[src/rtl/core/otsu_pkg.sv]
`timescale 1ns / 1ps
`default_nettype none
package otsu_pkg;

    localparam int LEVEL_COUNT = 256;
    localparam int COUNT_BITS  = 32;
    localparam int LEVEL_BITS  = $clog2(LEVEL_COUNT);
    // running pixel count and running weighted sum over the bins
    localparam int TN_BITS     = COUNT_BITS + LEVEL_BITS;
    localparam int TS_BITS     = COUNT_BITS + 2 * LEVEL_BITS;
    // narrow multiplier operand holds a product of three class counts
    localparam int MUL_B_BITS  = 3 * TN_BITS;
    // widest cross product: (three terms of s^2 n n) times a three-count product
    localparam int WIDE_BITS   = 2 * TS_BITS + 5 * TN_BITS + 2;
    localparam int RUN_BITS    = TN_BITS + TS_BITS;

    localparam logic [1:0] MODE_ACC  = 2'd0;
    localparam logic [1:0] MODE_COMP = 2'd1;
    localparam logic [1:0] MODE_CLS  = 2'd2;
    localparam logic [1:0] MODE_CLR  = 2'd3;

    localparam logic KIND_LABEL  = 1'b0;
    localparam logic KIND_THRESH = 1'b1;

    localparam logic [1:0] LABEL_LOW  = 2'd0;
    localparam logic [1:0] LABEL_MID  = 2'd1;
    localparam logic [1:0] LABEL_HIGH = 2'd2;

    localparam logic [1:0] NUM_CLASSES_RESET = 2'd2;
    localparam logic [1:0] THREE_CLASSES     = 2'd3;

    typedef struct packed {
        logic [1:0] mode;
        logic [7:0] pixel;
    } t_in;

    typedef struct packed {
        logic       result_kind;
        logic [1:0] class_label;
        logic [7:0] threshold_low;
        logic [7:0] threshold_high;
    } t_out;

    typedef struct packed {
        logic [1:0]            op;
        logic [LEVEL_BITS-1:0] bin;
        logic [7:0]            pixel;
    } t_cmd;

endpackage
`default_nettype wire

[src/rtl/core/otsu_front.sv]
`timescale 1ns / 1ps
`default_nettype none
module otsu_front (
    input  wire logic            i_clk,
    input  wire logic            i_rst_n,
    input  wire logic            start,
    output logic                 busy,
    input  wire otsu_pkg::t_in   i_item,
    output logic                 o_cmd_valid,
    output otsu_pkg::t_cmd       o_cmd,
    input  wire logic            i_cmd_pop
);
    import otsu_pkg::*;

    t_cmd       r_q [2];
    logic       r_wp;
    logic       r_rp;
    logic [1:0] r_cnt;
    logic       push;
    t_cmd       cmd_in;

    assign busy        = (r_cnt == 2'd2);
    assign push        = start && !busy;
    assign o_cmd_valid = (r_cnt != 2'd0);
    assign o_cmd       = r_q[r_rp];

    // pick the bin here so the back end sees a ready address
    always_comb begin
        cmd_in.op    = i_item.mode;
        cmd_in.pixel = i_item.pixel;
        if (32'(i_item.pixel) >= 32'(LEVEL_COUNT)) begin
            cmd_in.bin = LEVEL_BITS'(LEVEL_COUNT - 1);
        end else begin
            cmd_in.bin = LEVEL_BITS'(i_item.pixel);
        end
    end

    always_ff @(posedge i_clk) begin
        if (!i_rst_n) begin
            r_wp  <= 1'b0;
            r_rp  <= 1'b0;
            r_cnt <= 2'd0;
        end else begin
            if (push) begin
                r_q[r_wp] <= cmd_in;
                r_wp      <= !r_wp;
            end
            if (i_cmd_pop) begin
                r_rp <= !r_rp;
            end
            case ({push, i_cmd_pop})
                2'b10:   r_cnt <= r_cnt + 2'd1;
                2'b01:   r_cnt <= r_cnt - 2'd1;
                default: r_cnt <= r_cnt;
            endcase
        end
    end
endmodule
`default_nettype wire

[config.mk]
export PLATFORM = sky130hd
export DESIGN_NAME = otsu_front
export DESIGN_NICKNAME = d
export VERILOG_FILES = /design/src/rtl/core/otsu_pkg.sv /design/src/rtl/core/otsu_front.sv
export SDC_FILE = /design/constraint.sdc
export NUM_CORES = 1
export LEC_CHECK = 0
export BUFFER_PORTS_ARGS = -buffer_cell sky130_fd_sc_hd__buf_4
export CORE_ASPECT_RATIO = 1.1
export CORE_MARGIN = 2
export CORE_UTILIZATION = 40
export DETAILED_ROUTE_END_ITERATION = 6
export GPL_TIMING_DRIVEN = 0
export HOLD_SLACK_MARGIN = 0.08
export PLACE_DENSITY_LB_ADDON = 0.12
export SLEW_MARGIN = 0
export SYNTH_ARGS = -nofsm -noshare
export SYNTH_HDL_FRONTEND = slang
export SYNTH_SLANG_ARGS = --single-unit
export TNS_END_PERCENT = 100
[constraint.sdc]
create_clock -name i_clk -period 2.3 [get_ports i_clk]
set_input_delay 0.115 -clock i_clk [delete_from_list [all_inputs] [get_ports i_clk]]
set_output_delay 0.115 -clock i_clk [all_outputs]
set_load 0.05 [all_outputs]
* Yosys cells after proc, flatten, opt, wreduce, memory -nomap -nowiden
Memories as Yosys holds them, arrays and structs flattened. A register that Yosys moved wholly into a read port is not among the register bits. Cells that the tools add are included. Widths: inputs -> output; s select.
Storage, ports and cells: output and inout port bits 20, memories 1, RAM bits 36, word-level logic and storage cells 21, register bits 4
Memory list:
- r_q | words 2, bits a word 18, rd ports 1, clocked after memory_dff 1, wr ports 1, line otsu_front.sv:15 | t_cmd r_q [2];
Cells by class: muxes and demuxes 6, $add $sub $neg 2, reduce and logical (&&, ||, !) cells 6, equal/unequal tests 3
Operator list (number):
- $mux 1 | 5
- $eq 2x2->1 const B | 2
- $pmux 2 s2 | 1
- $reduce_bool 2->1 | 2
- $logic_not 1->1 | 3
- $add 2x1->2 const B | 1
- $eq 2x1->1 const B | 1
- $sub 2x1->2 const B | 1
- $logic_and 1x1->1 | 1

* Longest topological paths before layout
Gate-level depths: netlist (run 1).
word-level depth 6, mapped depth 6, gate-level depth less buffers 6

* Worst setup path after synthesis (run 1)
Ideal clock, no wire load.
path kind register to register, start point register r_cnt[1], end point register r_cnt[1], arrival 2.087 ns, slack 0.144 ns, data required time 2.230 ns, stages on the path, launching flop included 6, buffers on the path 0, period minus slack after synthesis 2.156 ns, cell sequence dfxtp_1 nor2b_1 nand2b_1 ha_1 or3_1 a21oi_1
On the way: cells in the longest elaborated chain, start to end 5, elaborated cells on any way between the ends 9, classes of those cells 2 x add/sub; 3 x eq/ne; 1 x mux; 3 x reduce/logical
RTL lines:
- start: declaration | line otsu_front.sv:18 | logic [1:0] r_cnt;
- start signal: assignment | line otsu_front.sv:52 | 2'b10: r_cnt <= r_cnt + 2'd1;
- start signal: assignment | line otsu_front.sv:53 | 2'b01: r_cnt <= r_cnt - 2'd1;
- start signal: assignment | line otsu_front.sv:54 | default: r_cnt <= r_cnt;
- $eq 2x2->1 * | line otsu_front.sv:22 | assign busy = (r_cnt == 2'd2);
- named net busy | line otsu_front.sv:7 | output logic busy,
- $logic_not 1->1 * | line otsu_front.sv:23 | assign push = start && !busy;
- $logic_and 1x1->1 * | line otsu_front.sv:23
- $eq 2x1->1 or $eq 2x2->1 (tied branches) | line otsu_front.sv:51 | case ({push, i_cmd_pop})
- $pmux 2 s2 or $reduce_bool 2->1 (tied branches)
The timed path passes the listed nets; every way through them passes the cells marked *. A chain may end at the register's enable or synchronous reset.

* Worst setup path in the final report (run 1)
start point register r_cnt[0], end point memory r_q[1][11] (netlist bit), enable pin
On the way: cells in the longest elaborated chain, start to end 6
RTL lines:
- $eq 2x2->1 | line otsu_front.sv:22
- $logic_not 1->1 | line otsu_front.sv:23
- $logic_and 1x1->1 | line otsu_front.sv:23
- $mux 1 | line otsu_front.sv:44 | if (push) begin
- $mux 1 | line otsu_front.sv:39 | if (!i_rst_n) begin
- $mux 1 (implied by the code) | line otsu_front.sv:45 | r_q[r_wp] <= cmd_in;
- end: declaration | line otsu_front.sv:15
No other way between the ends.

==> results of run 1 <==
## power by group
part	switching [uW]	leakage (uW)	internal, uW
Combinational	224	0.000342	139
Clock	126	0.0000139	66.3
Sequential	14.9	0.000225	523
Total	366	0.000581	728
## layout make-up
cell class	instances	area share [%]
flip-flops and latches	25	48.7
repair buffers	44	24.9
multi-input cells	28	16.3
plain buffers	9	4.53
well taps	31	2.70
clock buffers	3	1.57
inverters	3	0.783
clock inverters	1	0.522
## state kept, by name, indices dropped and copies added, names as in the netlist, named ones only
name / flops
r_rp: 1
r_cnt: 2
r_q: 20
r_wp: 1
## worst max-delay path, stage by stage, from the launching register on
cell,delay [ps]
dfxtp_1,420
nor2b_1,100
nand2b_1,210
nor3_2,650
## stage by stage
stage	setup WS [ps]	hold WS (ps)	utilization (%)
4_1_cts	496	120	58.7
3_3_place_gp	90.5	301	52.6
5_1_grt	384	125	58.7
6_report	562	123	58.7
2_1_floorplan	144	214	-
3_5_place_dp	512	303	53.0
## metal layers
metal	wire length (um)	up-vias	share of wire (%)
li1	-	318	-
met1	663	298	41
met2	846	17	53
met3	75	2	4.7
met4	14	0	0.88
met5	0	-	0
## cells by family (layout without fill, tap and decap cells)
kind of cell,Yosys count,count (layout)
compound gates,4,4
fa+ha+maj,1,1
buf+inv,12,60
mux,10,10
flops,25,25
xor+xnor,3,3
simple gates,10,10
## cells in the final DEF, fill, tap and decap left out, drive strengths merged
master,instances
buf,42
edfxtp,20
dlygate4sd3,11
mux2,10
dfxtp,5
nor2,3
clkbuf,3
inv,3
xnor2,2
nor3,2
o21ai,2
or3,2
a21oi,2
nor2b,1
or2,1
nand2b,1
xor2,1
ha,1
clkinvlp,1
## worst max-delay path by stage
stage	from	end	slack, ps
6_report	r_cnt[0]	r_q[1][11]	560
3_3_place_gp	r_cnt[0]	r_q[0][8]	90
5_1_grt	r_cnt[0]	r_q[1][11]	380
4_1_cts	r_cnt[0]	r_q[1][12]	500
3_5_place_dp	r_cnt[0]	r_q[1][15]	510
2_1_floorplan	r_cnt[1]	r_cnt[1]	140
## repair_timing
item | CTS | global route
gates resized for setup | 0 | 0
hold buffers | 11 | 0
endpoints found under the hold margin | 22 | 0
==> run_results.csv, run 1 <==
group,metric,value,unit
logic_synthesis,synth_cells,65,
finish,fillCellCount,216,
critical_path,cp_max_fo,10,
placed_design,place_area,1300,um2
logic_synthesis,synth_ff_type,"edfxtp_1",
critical_path,crit_required,2250,ps
cts,numCtsBuffers,3,
hold_path,hold_path_end,"r_rp",
floorplan,die_area,2920,um2
logic_synthesis,yosysMostFrequentCell,"edfxtp_1",
cts,cts_max_path_buffers,2,
logic_synthesis,synth_xor_area_share,2.62,%
critical_path,critical_path_arrival,1690,ps
global_route,top_usage_layer,"met2",
logic_synthesis,synth_top_family_by_area,"multiplexers",
finish,antenna_cells,0,
finish,syn_to_final_growth,43.6,%
sta,hold_viol,0,
cts,clkSinkCount,25,
cts,post_cts_buffers,0,
logic_synthesis,synthMuxAreaShare,11.3,%
critical_path,reg2regPathDepth,3,
placed_design,routabilityCongestion,0.617,
drt,drtPass1Iterations,2,
logic_synthesis,synth.distinct_cells,18,
sta,fmax,575,MHz
global_route,antenna_found_initial,0,
cts,clkTransAtPathRegs,130,ps
cts,clk_latency,310,ps
drt,routed_wl,1.60,mm
logic_synthesis,ys.warnings.count,0,
floorplan,die_h,56.5,um
drt,vias,635,
floorplan,core,2450,um2
floorplan,start_util,40.9,%
logic_synthesis,synth.avg_cell_area,15.4,um2
logic_synthesis,synth_top_cell_area_share,60.0,%
critical_path,reg2reg_setup_slack,560,ps
finish,multiInputGateArea,234,um2
drt,via_per_inst,4.41,
drt,post-route-drc-count,0,
global_route,grt_pass1_wl,2.68,mm
sta,relSlewSlack,44.3,%
pwr,p_total,1090,uW
hold_path,hold_path_depth,3,
logic_synthesis,synth_edf_count,20,
placed_design,portBuffers,33,
logic_synthesis,synthTopCellsByArea,"edfxtp_1, mux2_2, dfxtp_1",
cts,tritoncts,"yes",
run_status,status,"finished, final reports clean",
logic_synthesis,synth_fa_ha_area_share,1.25,%
pwr,p_leak,0.000581,uW
critical_path,worst_setup_path_start_kind,"flip-flop",
logic_synthesis,synth_seq_area_share,70.0,%
logic_synthesis,syn_area,1000,um2
run,drv_cap,0,
critical_path,r2r_end,"r_q[1][11]",
drt,ant_nets,0,
sta,tightest_slew,831,ps
logic_synthesis,synthesis.nets,80,
floorplan,num_rows,19,
logic_synthesis,yosysTopAreaCell,"edfxtp_1",
global_route,grt_overflow,0,
hold_path,min_path_type,"primary input to flip-flop",
logic_synthesis,ys_ff_latch,25,
global_route,grt_util_met3,2.93,%
drt,dr.first_iter.drc_count,1,
pwr,power.density,761,nW/um2
sta,rsz0062_at_grt,"false",
sta,clock_skew,5.76,ps
cts,cts_root_buffer,"clkbuf_4",
global_route,use_met2,21.8,%
critical_path,crit_type,"flip-flop to flip-flop",
finish,fin_area,1440,um2
global_route,groute.layer.met1.usage,14.2,%
critical_path,r2r_start,"r_cnt[0]",
placed_design,dp_cells,129,
global_route,track_usage,12.5,%
pwr,ir_worst_vdd,0.554,mV
cts,htree_num_levels,1,
finish,nets,129,
finish,drive_above_1_share,52.2,%
logic_synthesis,synth_commonest_cells,"edfxtp_1, mux2_2, buf_4",
floorplan,dieWidth,51.7,um
sta,period_share,75.6,%
global_route,grt_pass1_vias,632,
sta,setup_violations,0,
finish,final_cells,144,
sta,fin_tns_setup,0,ps
floorplan,io_pins,34,
drt,post_drt_wl_per_cell,11.1,um
sta,drv_slew,0,
placed_design,post-dp-hpwl,1.12,mm
sta,layout_min_cycle_time,1740,ps
global_route,grt_max_degree,16,
finish,regArea,701,um2
critical_path,critPathCaptureType,"flip-flop",
logic_synthesis,async_reset_ff_share,0,%
logic_synthesis,yosys.area_share.simple,5.25,%
logic_synthesis,synth_compound_area_share,2.00,%
hold_path,holdCritStartpoint,"i_rst_n",
Note: power is estimated with default switching activity, not from simulation.
==> inputs of run 2 (changes only) <==
--- a/config.mk
+++ b/config.mk
@@ -5,6 +5,7 @@
 export SDC_FILE = /design/constraint.sdc
 export NUM_CORES = 1
 export LEC_CHECK = 0
+export ABC_AREA = 1
 export BUFFER_PORTS_ARGS = -buffer_cell sky130_fd_sc_hd__buf_4
 export CORE_ASPECT_RATIO = 1.1
 export CORE_MARGIN = 2
==> constraint.sdc (replaced) <==
create_clock -name i_clk -period 1.7 [get_ports i_clk]
set_input_delay 0.085 -clock i_clk [delete_from_list [all_inputs] [get_ports i_clk]]
set_output_delay 0.085 -clock i_clk [all_outputs]
set_load 0.05 [all_outputs]
==> run 2 against run 1 <==
  * Sequential power rose by 34%
  * Setup slack got worse by 440 ps
  * Cell area rose by 1.8%
  * Core utilization rose by 1.1 points
  * Clock-buffer cell count rose by 1
  * Register-to-register slack got worse by 330 ps
  * First-iteration DRC count did not move
  * Via count rose by 7.4%
  * Total power rose by 29%
  * Global-route usage fell by 0.27 points
  * Flip-flop and latch count did not move
  * Die area rose by 1.3%
  * Critical endpoint is now o_cmd[8]
  * Largest power group unchanged
  * Highest routed layer unchanged
==> run_results.csv, run 2 <==
group,metric,value,unit
finish,final_cells,153,
logic_synthesis,yosysMostFrequentCell,"edfxtp_1",
logic_synthesis,yosysTopAreaCell,"edfxtp_1",
logic_synthesis,synth_compound_area_share,2.34,%
logic_synthesis,ys.warnings.count,0,
logic_synthesis,ys_ff_latch,25,
finish,post-route-util,59.8,%
run_status,status,"finished, final reports clean",
sta,period_share,92.9,%
sta,setup_violations,0,
sta,drv_slew,0,
drt,routed_wl,1.63,mm
floorplan,start_util,41.4,%
drt,drtPass1Iterations,2,
cts,clk_latency,300,ps
critical_path,critical_path_arrival,1490,ps
placed_design,place_area,1310,um2
cts,tritoncts,"yes",
pwr,ir_worst_vdd,0.685,mV
finish,antenna_cells,0,
floorplan,core,2450,um2
logic_synthesis,synth.distinct_cells,17,
logic_synthesis,synth_edf_count,20,
drt,post_drt_wl_per_cell,10.7,um
floorplan,die_area,2960,um2
drt,via_per_inst,4.46,
finish,mostFrequentLayoutCells,"buf_4, edfxtp_1, dlygate4sd3_1",
finish,largest_register_ffs,20,
drt,vias,682,
pwr,power.density,963,nW/um2
finish,syn_to_final_growth,44.3,%
logic_synthesis,synthTopCellsByArea,"edfxtp_1, mux2_1, dfxtp_1",
logic_synthesis,yosys.area_share.simple,6.78,%
finish,fillCellCount,212,
finish,reg_top3,"r_q x20, r_cnt x2",
critical_path,worst_setup_path_start_kind,"flip-flop",
finish,fin_area,1460,um2
global_route,grt_max_degree,14,
logic_synthesis,syn_area,1010,um2
sta,hold_viol,0,
critical_path,crit_required,1620,ps
logic_synthesis,synth_top_family_by_area,"multiplexers",
critical_path,crit_type,"flip-flop to output pin",
logic_synthesis,synth_ff_type,"edfxtp_1",
global_route,grt_pass1_vias,679,
placed_design,dp_cells,137,
logic_synthesis,synth_fa_ha_area_share,1.23,%
global_route,antenna_found_initial,0,
global_route,grt_pass1_wl,2.67,mm
cts,cts_max_path_buffers,2,
drt,post-route-drc-count,0,
critical_path,cp_max_fo,10,
pwr,p_leak,0.000611,uW
placed_design,portBuffers,33,
sta,tightest_slew,559,ps
sta,rsz0062_at_grt,"false",
sta,relSlewSlack,62.7,%
cts,post_cts_buffers,0,
sta,fmax,633,MHz
logic_synthesis,synth_commonest_cells,"edfxtp_1, mux2_1, buf_4, nor2_1, nand2_1",
placed_design,post-dp-hpwl,1.15,mm
floorplan,dieWidth,52.0,um
logic_synthesis,synth_xor_area_share,0.863,%
drt,ant_nets,0,
floorplan,io_pins,34,
logic_synthesis,synth_top_cell_area_share,59.2,%
cts,htree_num_levels,1,
logic_synthesis,synth_cells,73,
run,drv_cap,0,
hold_path,min_path_type,"primary input to flip-flop",
logic_synthesis,synthesis.nets,88,
sta,clock_skew,6.51,ps
finish,largest_register,"r_q",
global_route,grt_overflow,0,
finish,nets,138,
floorplan,num_rows,19,
cts,numCtsBuffers,3,
finish,final_common_cell,"buf_4",
logic_synthesis,synthMuxAreaShare,11.1,%
cts,clkTransAtPathRegs,120,ps
cts,clkSinkCount,25,
logic_synthesis,synth_seq_area_share,69.1,%
floorplan,die_h,56.8,um
cts,cts_root_buffer,"clkbuf_4",
placed_design,routabilityCongestion,0.650,
sta,layout_min_cycle_time,1580,ps
global_route,track_usage,12.2,%
logic_synthesis,async_reset_ff_share,0,%
drt,dr.first_iter.drc_count,1,
finish,drive_above_1_share,40.2,%
critical_path,critPathCaptureType,"output pin",
sta,holdWs,125,ps
logic_synthesis,synth.avg_cell_area,13.9,um2
-- run 2: cell types whose count changed in the layout (fill, tap and decap cells not counted), moves of 2 or more --
cell     delta
inv_1       +3
mux2_1     +10
mux2_2     -10
nand2_1     +6
nor2_1      +4
nor3_2      -2
o21ai_0     -2
o21ai_1     +2
or3_1       -2
-- run 2: through the flow --
stage | total power [uW] | setup TNS [ps] | setup slack (ps)
after floorplan | 1030 | 0 | 49.4
after global placement | 1140 | -4240 | -424
after detailed placement | 1150 | 0 | 17.3
after CTS | 1420 | 0 | 27.1
after global routing | 1480 | 0 | 28.4
final | 1410 | 0 | 121
-- run 2: final cells by class --
class	instances	area, um2	area share (%)
multi-input combinational	33	240	16.4
tap	31	38.8	2.65
clock buffer	4	26.3	1.79
buffer	9	67.6	4.62
inverter	6	22.5	1.54
sequential	25	701	47.9
timing repair buffer	45	368	25.1
-- run 2: path summary, 6_finish.rpt --
check                                from          to  slack [ps]  cells past startpoint
worst min register to register       r_wp        r_wp         490                      2
worst max-delay path            flip-flop    o_cmd[8]         120                      4
worst max register to register   r_cnt[0]  r_q[0][14]         230                      2
worst min-delay path                start        r_wp         120                      3
-- run 2: logic make-up after synthesis --
logic type,count (synthesis)
multiplexers,10
AO/OA/AOI/OAI,4
AND/OR/NAND/NOR,17
XOR/XNOR,1
flip-flops,25
adder cells (fa/ha/maj),1
buffers and inverters,15
-- run 2: where the power goes --
| part | internal, uW | switching [uW] |
|---|---|---|
| sequential | 701 | 17.5 |
| clock | 91.3 | 152 |
| combinational | 163 | 284 |
-- run 2: timing repair --
action                                 in CTS  in global routing
setup endpoints to repair                  10                 18
endpoints found under the hold margin      25                  0
hold buffers                               12                  0
resized for setup                           1                  3
-- run 2: critical path: stages (launching register included) --
cell	delay, ps
dfxtp_1	330
buf_4	180
mux2_1	370
buf_4	140
buf_4	180
-- run 2: per-layer routing --
metal  vias to the layer above  wire length, um  track usage, %  part of all wire, %
li1                        343                -               -                    -
met1                       315              676            14.0                   41
met2                        22              854            21.2                   52
met3                         2               83            2.39                  5.1
met4                         0               16            6.02                 0.98
met5                         -                0               0                    0
==> inputs of run 3 (changes only) <==
--- a/config.mk
+++ b/config.mk
@@ -6,14 +6,14 @@
 export NUM_CORES = 1
 export LEC_CHECK = 0
 export ABC_AREA = 1
-export BUFFER_PORTS_ARGS = -buffer_cell sky130_fd_sc_hd__buf_4
+export BUFFER_PORTS_ARGS = -buffer_cell sky130_fd_sc_hd__buf_2
 export CORE_ASPECT_RATIO = 1.1
 export CORE_MARGIN = 2
 export CORE_UTILIZATION = 40
 export DETAILED_ROUTE_END_ITERATION = 6
 export GPL_TIMING_DRIVEN = 0
 export HOLD_SLACK_MARGIN = 0.08
-export PLACE_DENSITY_LB_ADDON = 0.12
+export PLACE_DENSITY = 0.77
 export SLEW_MARGIN = 0
 export SYNTH_ARGS = -nofsm -noshare
 export SYNTH_HDL_FRONTEND = slang
==> constraint.sdc (replaced) <==
create_clock -name i_clk -period 1.48 [get_ports i_clk]
set_input_delay 0.074 -clock i_clk [delete_from_list [all_inputs] [get_ports i_clk]]
set_output_delay 0.074 -clock i_clk [all_outputs]
set_load 0.05 [all_outputs]
==> run 3 against run 2 <==
  * Wire length is 14% higher
  * Cell count is 0.65% lower
  * Combinational power is 26% higher
  * Flip-flop and latch count stayed put
  * Global-route usage is 1.1 points higher
  * Setup slack worse by 88 ps
  * Sequential power is 15% higher
  * Largest cell class unchanged
  * Clock power is 15% higher
  * Critical endpoint is now o_cmd[11]
  * Total power is 19% higher
==> run_results.csv, run 3 (synthesized netlist as in run 2, its figures left out) <==
group,metric,value,unit
run_status,status,"finished, final reports clean",
cts,clkSinkCount,25,
critical_path,path_delay_family,"buffers and inverters",
cts,cts_max_path_buffers,2,
critical_path,critical_path_arrival,1370,ps
sta,worst_slack,33.8,ps
floorplan,die_h,56.8,um
critical_path,critPathBufInv,3,
critical_path,path_cells,"buf_6, mux2_4, buf_6, buf_8",
drt,post_drt_wl_per_cell,12.2,um
placed_design,dp_cells,137,
critical_path,critPathCaptureType,"output pin",
drt,drtPass1Iterations,4,
finish,syn_to_final_growth,50.4,%
global_route,grt_max_degree,14,
finish,nets,137,
placed_design,dp_slack,-174,ps
critical_path,max_stage_delay,370,ps
global_route,antenna_found_initial,0,
drt,ant_nets,0,
pwr,ir_worst_vdd,0.701,mV
finish,fillCellCount,197,
sta,relSlewSlack,65.2,%
cts,numCtsBuffers,3,
global_route,track_usage,13.4,%
drt,dr.first_iter.drc_count,6,
finish,final_common_cell,"buf_2",
drt,post-route-drc-count,0,
cts,tritoncts,"yes",
drt,via_per_inst,4.50,
sta,layout_min_cycle_time,1450,ps
floorplan,num_rows,19,
cts,clk_latency,300,ps
critical_path,crit_required,1410,ps
critical_path,crit_path_top_delay_cell,"dfxtp_2",
sta,hold_viol,0,
floorplan,start_util,41.4,%
hold_path,min_path_type,"primary input to flip-flop",
sta,drv_slew,0,
cts,cts_root_buffer,"clkbuf_4",
drt,vias,684,
floorplan,dieWidth,52.0,um
sta,period_share,97.7,%
finish,drive_above_1_share,48.8,%
sta,fin_tns_setup,0,ps
run,drv_cap,0,
sta,clock_skew,2.02,ps
finish,final_cells,152,
placed_design,routabilityCongestion,0.588,
sta,rsz0062_at_grt,"true",
floorplan,io_pins,34,
floorplan,core,2450,um2
sta,tightest_slew,522,ps
cts,htree_num_levels,1,
finish,largest_register_ffs,20,
global_route,grt_overflow,0,
global_route,grt_pass1_vias,705,
critical_path,crit_path_frequent_cell,"buf_6",
critical_path,crit_type,"flip-flop to output pin",
global_route,grt_pass1_wl,2.95,mm
drt,routed_wl,1.85,mm
finish,antenna_cells,0,
pwr,p_total,1670,uW
finish,reg_top3,"r_q x20, r_cnt x2",
floorplan,die_area,2960,um2
sta,setup_violations,0,
cts,clkTransAtPathRegs,120,ps
finish,mostFrequentLayoutCells,"buf_2, edfxtp_1, dlygate4sd3_1",
critical_path,cp_max_fo,5,
placed_design,portBuffers,33,
critical_path,worst_setup_path_start_kind,"flip-flop",
placed_design,post-dp-hpwl,1.19,mm
sta,fmax,691,MHz
finish,largest_register,"r_q",
pwr,p_leak,0.000651,uW
pwr,power.density,1100,nW/um2
[run 3: timing repair]
action / in CTS / in global routing
endpoints found under the setup margin: 38 / 30
pin swaps: 0 / 2
setup buffers: 1 / 3
gates resized for setup: 34 / 15
endpoints found under the hold margin: 25 / 0
gates cloned: 1 / 0
hold buffers: 12 / 0
[run 3: tightest hold or removal path, cell delays in order]
cell and delay [ps]:
buf_2 110, o21ai_4 100, buf_4 130, o21ai_1 60
[run 3: power by group]
group,total (uW),internal (uW),switching [uW]
Sequential,830,807,23.2
Clock,280,105,175
Combinational,562,219,343
Total,1670,1130,541
[run 3: path summary, 6_finish.rpt]
path              from         end  slack (ps)  cells past startpoint
min              start        r_wp         210                      4
max          flip-flop   o_cmd[11]          30                      4
min reg2reg   r_cnt[1]    r_cnt[1]         520                      2
max reg2reg   r_cnt[0]  r_q[0][15]          90                      2
[run 3: stage by stage]
step | area, um2 | util [%] | hold WS, ps
2_1_floorplan | 1020 | - | 173
3_3_place_gp | 1220 | 50.0 | 264
3_5_place_dp | 1220 | 50.0 | 267
4_1_cts | 1500 | 61.2 | 102
5_1_grt | 1530 | 62.3 | 203
6_report | 1530 | 62.3 | 210
[run 3: layout make-up]
cell class / instances / area, um2 / share of cell area, %
Sequential cell: 25 / 703 / 46.1
Inverter: 6 / 22.5 / 1.48
Timing Repair Buffer: 50 / 420 / 27.5
Buffer: 3 / 33.8 / 2.21
Tap cell: 31 / 38.8 / 2.54
Multi-Input combinational cell: 33 / 282 / 18.4
Clock buffer: 4 / 26.3 / 1.72
[run 3: metal layers]
layer / wire, um / GRT usage [%] / share of wire, %
met3: 86 / 1.60 / 4.6
met2: 1040 / 25.3 / 56
met4: 0 / 4.51 / 0
met1: 727 / 14.8 / 39
met5: 0 / 0 / 0
